### src/hdl/hset_pkg.sv
// Shared types, constants and helpers of the hashed address set core.
package hset_pkg;

   localparam int TABLE_SLOTS_DEF      = 1024;
   localparam int PROBE_LIMIT_DEF      = 64;
   localparam int RANGE_SLOT_LIMIT_DEF = 4096;

   localparam int CNT_W      = 32;
   localparam int SLOT_BYTES = 8;

   localparam logic [63:0] MIX_MUL_A = 64'hbf58476d1ce4e5b9;
   localparam logic [63:0] MIX_MUL_B = 64'h94d049bb133111eb;
   localparam int MIX_SHIFT_A = 30;
   localparam int MIX_SHIFT_B = 27;
   localparam int MIX_SHIFT_C = 31;

   localparam logic OP_NOTE     = 1'b0;
   localparam logic OP_CONTAINS = 1'b1;

   typedef struct packed {
      logic        operation;
      logic [63:0] address;
      logic [31:0] length;
   } req_data_type;

   typedef struct packed {
      logic             hit;
      logic [CNT_W-1:0] note_count;
      logic [CNT_W-1:0] inserted_count;
      logic [CNT_W-1:0] dropped_count;
      logic [CNT_W-1:0] hit_count;
      logic [CNT_W-1:0] miss_count;
   } rsp_data_type;

   function automatic logic [CNT_W-1:0] sat_inc(input logic [CNT_W-1:0] value);
      sat_inc = (&value) ? value : value + CNT_W'(1);
   endfunction

endpackage

### src/hdl/hset_mix.sv
// Iterative 64-bit mix hash: one shared 32x32 multiplier, four passes per product.
module hset_mix #(
   parameter int IDX_W = 10
) (
   input  logic             clock,
   input  logic             reset,
   input  logic             start,
   input  logic [63:0]      key,
   output logic             done,
   output logic [IDX_W-1:0] index
);

   typedef enum logic [1:0] {M_IDLE, M_MUL1, M_MUL2} mix_state_type;

   mix_state_type state_ff;
   logic [1:0]    phase_ff;
   logic [63:0]   x_ff;
   logic [63:0]   acc_ff;
   logic [63:0]   prod_ff;
   logic          done_ff;

   logic [63:0] mul_const;
   logic [31:0] op_a;
   logic [31:0] op_b;
   logic [63:0] prod_in;
   logic [63:0] acc_in;

   // Low 64 bits of x * C: lo*lo + ((hi*lo + lo*hi) << 32)
   always_comb begin
      mul_const = (state_ff == M_MUL2) ? hset_pkg::MIX_MUL_B : hset_pkg::MIX_MUL_A;
      op_a      = (phase_ff == 2'd1) ? x_ff[63:32] : x_ff[31:0];
      op_b      = (phase_ff == 2'd2) ? mul_const[63:32] : mul_const[31:0];
      prod_in   = {32'd0, op_a} * {32'd0, op_b};
      acc_in    = {acc_ff[63:32] + prod_ff[31:0], acc_ff[31:0]};
   end

   always_ff @(posedge clock) begin
      if (reset) begin
         state_ff <= M_IDLE;
         phase_ff <= 2'd0;
         done_ff  <= 1'b0;
      end else begin
         done_ff <= 1'b0;
         case (state_ff)
            M_IDLE: begin
               if (start) begin
                  x_ff     <= key ^ (key >> hset_pkg::MIX_SHIFT_A);
                  phase_ff <= 2'd0;
                  state_ff <= M_MUL1;
               end
            end
            M_MUL1, M_MUL2: begin
               prod_ff  <= prod_in;
               phase_ff <= phase_ff + 2'd1;
               if (phase_ff == 2'd1) begin
                  acc_ff <= prod_ff;
               end else if (phase_ff == 2'd2) begin
                  acc_ff <= acc_in;
               end else if (phase_ff == 2'd3) begin
                  if (state_ff == M_MUL1) begin
                     x_ff     <= acc_in ^ (acc_in >> hset_pkg::MIX_SHIFT_B);
                     state_ff <= M_MUL2;
                  end else begin
                     x_ff     <= acc_in ^ (acc_in >> hset_pkg::MIX_SHIFT_C);
                     done_ff  <= 1'b1;
                     state_ff <= M_IDLE;
                  end
               end
            end
            default: state_ff <= M_IDLE;
         endcase
      end
   end

   assign done  = done_ff;
   assign index = x_ff[IDX_W-1:0];

endmodule

### config.mk
export PLATFORM = sky130hd
export DESIGN_NAME = hset_mix
export DESIGN_NICKNAME = d
export VERILOG_FILES = /design/src/hdl/hset_pkg.sv /design/src/hdl/hset_mix.sv
export SDC_FILE = /design/constraint.sdc
export NUM_CORES = 2
export LEC_CHECK = 0
export BUFFER_PORTS_ARGS = -buffer_cell sky130_fd_sc_hd__buf_4
export CAP_MARGIN = 20
export CELL_PAD_IN_SITES_DETAIL_PLACEMENT = 0
export CELL_PAD_IN_SITES_GLOBAL_PLACEMENT = 1
export CORE_UTILIZATION = 40
export DETAILED_ROUTE_END_ITERATION = 7
export HOLD_SLACK_MARGIN = 0.02
export PLACE_DENSITY = 0.69
export SLEW_MARGIN = 20
export SYNTH_ARGS = -nofsm -noshare
export SYNTH_HDL_FRONTEND = slang
export SYNTH_SLANG_ARGS = --single-unit
### constraint.sdc
create_clock -name clock -period 13.4 [get_ports clock]
set_input_delay 2.68 -clock clock [delete_from_list [all_inputs] [get_ports clock]]
set_output_delay 2.68 -clock clock [all_outputs]
set_load 0.05 [all_outputs]
* Word level (Yosys, flattened, before mapping) *
Index checks and enable logic that the tools add are counted.

word-level totals
  input port bits = 67
  output and inout bits = 11
  memory bits (writable) = 0
  bits in read-only memories = 0
  memories kept = 0
  register bits = 197
  bits in latches = 0
  logic and storage cells = 56

cells by class
  shift-type cells = 0
  $add $sub $neg = 2
  divide/modulo/power cells = 0
  mux-type cells = 20
  reductions and logical operators = 11
  bitwise operators = 6
  order comparisons = 0
  eq/ne operators = 9
  multipliers = 1

operator list
  kind                                                                   count
  64-bit 2-to-1 mux                                                      7
  64-bit one-hot mux with 2 select lines                                 1
  32-bit by 32-bit multiplier with 64-bit output                         1
  32-bit 2-to-1 mux                                                      2
  64-bit by 33-bit bitwise XOR with 64-bit output                        1
  64-bit by 34-bit bitwise XOR with 64-bit output                        1
  64-bit by 37-bit bitwise XOR with 64-bit output                        1
  62-bit 2-to-1 mux                                                      1
  32-bit adder                                                           1
  2-bit 2-to-1 mux                                                       6
  2-bit != test, second input constant                                   4
  2-bit one-hot mux with 2 select lines                                  2
  2-bit equality test, second input constant                             3
  3-bit AND reduction                                                    2
  6-bit AND reduction                                                    1
  5-bit OR reduction                                                     1
  2-bit by 1-bit equality test with 1-bit output, second input constant  2
  2-bit AND reduction                                                    2
  4-bit AND reduction                                                    1
  2-bit nonzero test                                                     2
  1-bit inverter                                                         3
  2-bit by 1-bit adder with 2-bit output, second input constant          1
  2-bit logical NOT                                                      1
  2-bit OR reduction                                                     1
  1-bit 2-to-1 mux                                                       1

* Logic depth before layout (Yosys ltp) *
  word-level depth = 7
  mapped depth = 39
  depth with buffers taken out = 33

* Least setup slack after synthesis *
No wires, ideal clock.

  path kind = input port to flip-flop
  from = in reset
  to = reg x_ff[0] (enable)
  data arrival time = 8.959 ns
  library setup time = 0.651 ns
  stages on the path = 1
  setup slack = 3.790 ns
  buffers on the path = 0
  cell sequence = nor4_1

between the ends
  longest elaborated chain between the ends = 2

ends and longest elaborated chain
  item                                  line            source
  start: declaration                    hset_mix.sv:6   input logic reset,
  1-bit inverter (no source line)       n/a
  6-bit AND reduction (no source line)  n/a
  end signal: assignment                hset_mix.sv:47  x_ff <= key ^ (key >> hset_pkg::MIX_SHIFT_A);
  end signal: assignment                hset_mix.sv:61  x_ff <= acc_in ^ (acc_in >> hset_pkg::MIX_SHIFT_B);
  end signal: assignment                hset_mix.sv:64  x_ff <= acc_in ^ (acc_in >> hset_pkg::MIX_SHIFT_C);
  end: declaration                      hset_mix.sv:17  logic [63:0] x_ff;

Every way passes these cells.
A chain may end at the register's enable or synchronous reset.

* Worst setup path in the final report *
  from = reg phase_ff[0]
  to = reg prod_ff[59] (data pin)

between the ends
  longest elaborated chain between the ends = 3

ends and longest elaborated chain
  item                                                                                   line                            source
  start: declaration                                                                     hset_mix.sv:16                  logic [1:0] phase_ff;
  start signal: assignment                                                               hset_mix.sv:54                  phase_ff <= phase_ff + 2'd1;
  2-bit by 1-bit equality test with 1-bit output or 2-bit equality test (tied branches)  hset_mix.sv:31, hset_mix.sv:32
  32-bit 2-to-1 mux (on tied branches)                                                   hset_mix.sv:31, hset_mix.sv:32
  32-bit by 32-bit multiplier with 64-bit output (*)                                     hset_mix.sv:33                  prod_in = {32'd0, op_a} * {32'd0, op_b};
  named net prod_in[59]                                                                  hset_mix.sv:25                  logic [63:0] prod_in;
  end signal: assignment                                                                 hset_mix.sv:53                  prod_ff <= prod_in;
  end: declaration                                                                       hset_mix.sv:19                  logic [63:0] prod_ff;

Mark *: on every way through the listed nets, which the timed path passes. The rest lies on a longest branch.

==> results.md <==
* Outcome: finished, final reports clean
* I/O pin count at 78
* Die W at 320 µm
* Yosys Warn Count at 0
* Worst slew pin tran at 1.06 ns
* Vias at 28012
* Worst Hold Class: flop to flop
* Fmax at 0.0952 GHz
* Clock transition at path regs at 0.08 ns
* Hold-fix buffers at CTS at 0
* Seq/Total Area, Yosys at 14.5%
* Syn nets at 5308
* Root Buffer: clkbuf_16
* Period Utilization, post-route at 78.4%
* CTS tree: built
* Drt total wl at 134 mm
* Drt wl/cell at 25.0 µm
* Fin Clk Skew at 0.0182 ns
* Ys async rst share at 0%
* Total CTS buffers at 17
* Final number of setup-violating endpoints at 0
* Most frequent CP cell: fa_1
* Layout area overhead at 6.24%
* Hpwl dp at 114 mm
* Global placer's final weighted congestion at 0.965
* CP max FO at 44
* Maxcap violations at 0
* Starting DRT DRC Count at 2475
* Total Neg Setup Slack at 0 ns
* Layout cells sized above 1 at 6.35%
* M3 GR Usage at 2.96%
* Initial Util at 40.3%
* Worst path slowest cell: buf_4
* Worst path arrival time at 10.70 ns
* CTS sink cnt at 197
* Critical path class: flop to flop
* CTS H-Tree Depth at 4
* Die area at 102000 µm²
* Post-route ant nets at 0
* Drt drc at 0
* Initial antenna violation count at 9
* Final Max Slew Viols at 0
* RSZ-0062 raised after global routing: false
* Post-synth top flop: edfxtp_1
* Slew headroom at 28.6%
* Die Y at 320 µm
* Worst r2r path cells at 29
* Later-pin clock latency in the skew report at 0.45 ns
* Required @ worst endpoint at 13.59 ns
* Clock tree buffer depth at 2
* Hold Violations, Final at 0
* DR vias/cell at 5.24
* # rows at 116
* Min cycle time layout at 10.51 ns
* Crit path capture type: flop
* Synth Register Bits at 197
* Vias in the first global route at 29611
* GR Layer Usage met2 at 41.8%
* Busiest grt layer: met2
* Core Box Area at 100000 µm²
* Mapped Area at 40300 µm²
* Synth Area per Inst at 9.97 µm²
* Post-synth EDFFs at 192
* Port Buffers at 77
* GRT overflow at 0
* Pre-antenna DRT Iters at 5
* WHS Path Cells at 2
* Gr usage total at 26.7%
* Largest incremental delay on the critical path at 0.68 ns
* Setup Buffers After CTS at 0
* Fin nets at 5298
* Setup crit start kind: flop
* Post-CTS sizing at 0
* Global routing usage on met1 at 38.3%
* Largest net degree at the start of global routing at 77
* Post-Synthesis Cells at 4045
* First-pass GRT wire length at 198 mm
* Synth cell types at 76
[through the flow]
step                      instances  util (%)  area, µm²  setup WS (ns)  hold WS (ns)
after floorplan                4045         -      40300           3.79         0.482
after global placement         5314      42.3      42300           2.83         0.519
after detailed placement       5314      42.3      42300           3.09         0.530
after CTS                      5346      42.9      42900           3.04         0.547
after global routing           5346      42.9      42900           2.52         0.557
final                          5350      42.9      42900           2.89         0.541
[worst max-delay path, delay by kind of cell, from the launching register on]
| kind | cells | cell delay, ns |
|---|---|---|
| adder cells (fa/ha/maj) | 10 | 5.08 |
| multiplexers | 1 | 0.41 |
| XOR/XNOR | 1 | 0.13 |
| AO/OA/AOI/OAI | 3 | 0.55 |
| AND/OR/NAND/NOR | 7 | 2.01 |
| flip-flops | 1 | 0.44 |
| buffers and inverters | 7 | 1.57 |
[final timing paths]
kind                            startpoint               endpoint  slack, ns
hold / removal       prod_ff[37]$_DFFE_PP_   acc_ff[37]$_DFFE_PP_       0.54
hold reg to reg      prod_ff[37]$_DFFE_PP_   acc_ff[37]$_DFFE_PP_       0.54
setup / recovery  phase_ff[0]$_SDFFE_PP0P_  prod_ff[59]$_DFFE_PP_       2.89
setup reg to reg  phase_ff[0]$_SDFFE_PP0P_  prod_ff[59]$_DFFE_PP_       2.89
[kinds of logic (layout without fill, tap and decap cells)]
| kind of cell | count (synthesis) | count (layout) | share of synthesized area [%] |
|---|---|---|---|
| mux | 94 | 94 | 2.53 |
| flops | 197 | 197 | 14.5 |
| xor+xnor | 182 | 182 | 3.97 |
| other cells | 0 | 4 | 0 |
| fa+ha+maj | 1196 | 1196 | 52.0 |
| buf+inv | 1156 | 1159 | 10.9 |
| compound gates | 400 | 400 | 6.32 |
| simple gates | 820 | 820 | 9.73 |
[cells in the mapped netlist, types with 63 or more instances]
library cell / count / area (µm²)
nand2b_1: 101 / 632
mux2_2: 63 / 709
edfxtp_1: 192 / 5770
clkbuf_1: 117 / 439
xnor2_1: 76 / 666
and2_1: 101 / 632
nor2_1: 246 / 923
xor2_1: 105 / 920
nand2_1: 216 / 811
ha_1: 393 / 4920
a21oi_1: 130 / 651
inv_1: 1005 / 3770
fa_1: 803 / 16100
o21ai_0: 81 / 405
[registers in the layout, indices dropped and copies added (netlist names)]
name,flops
done,1
prod_ff,64
x_ff,64
acc_ff,64
state_ff,2
phase_ff,2
[layer usage]
metal / vias to the layer above / share of wire, %
li1: 12419 / -
met1: 14406 / 44
met4: 0 / 4.0
met5: - / 0
met2: 1015 / 46
met3: 172 / 6.4
[final cells by class]
cell class | instances | area, µm²
inverter | 1013 | 3800
clock inverter | 15 | 136
tap | 1298 | 1620
sequential | 197 | 5870
clock buffer | 17 | 425
multi-input combinational | 2692 | 30100
timing repair buffer | 114 | 856
fill | 9930 | 57100
antenna | 4 | 10.0
[layout by cell type (no fill, tap or decap), types with 53 or more instances in the layout]
master / n
nand2b_1: 101
ha_1: 387
nor2_1: 245
nand2_1: 216
xor2_1: 105
edfxtp_1: 192
xnor2_1: 76
a21oi_1: 130
fa_1: 803
and2_1: 101
a21o_1: 53
o21ai_0: 81
mux2_2: 63
buf_4: 114
inv_1: 1003
Power is not shown: default switching activity piles up to over one toggle a cycle in this logic, so the estimate is an artifact.
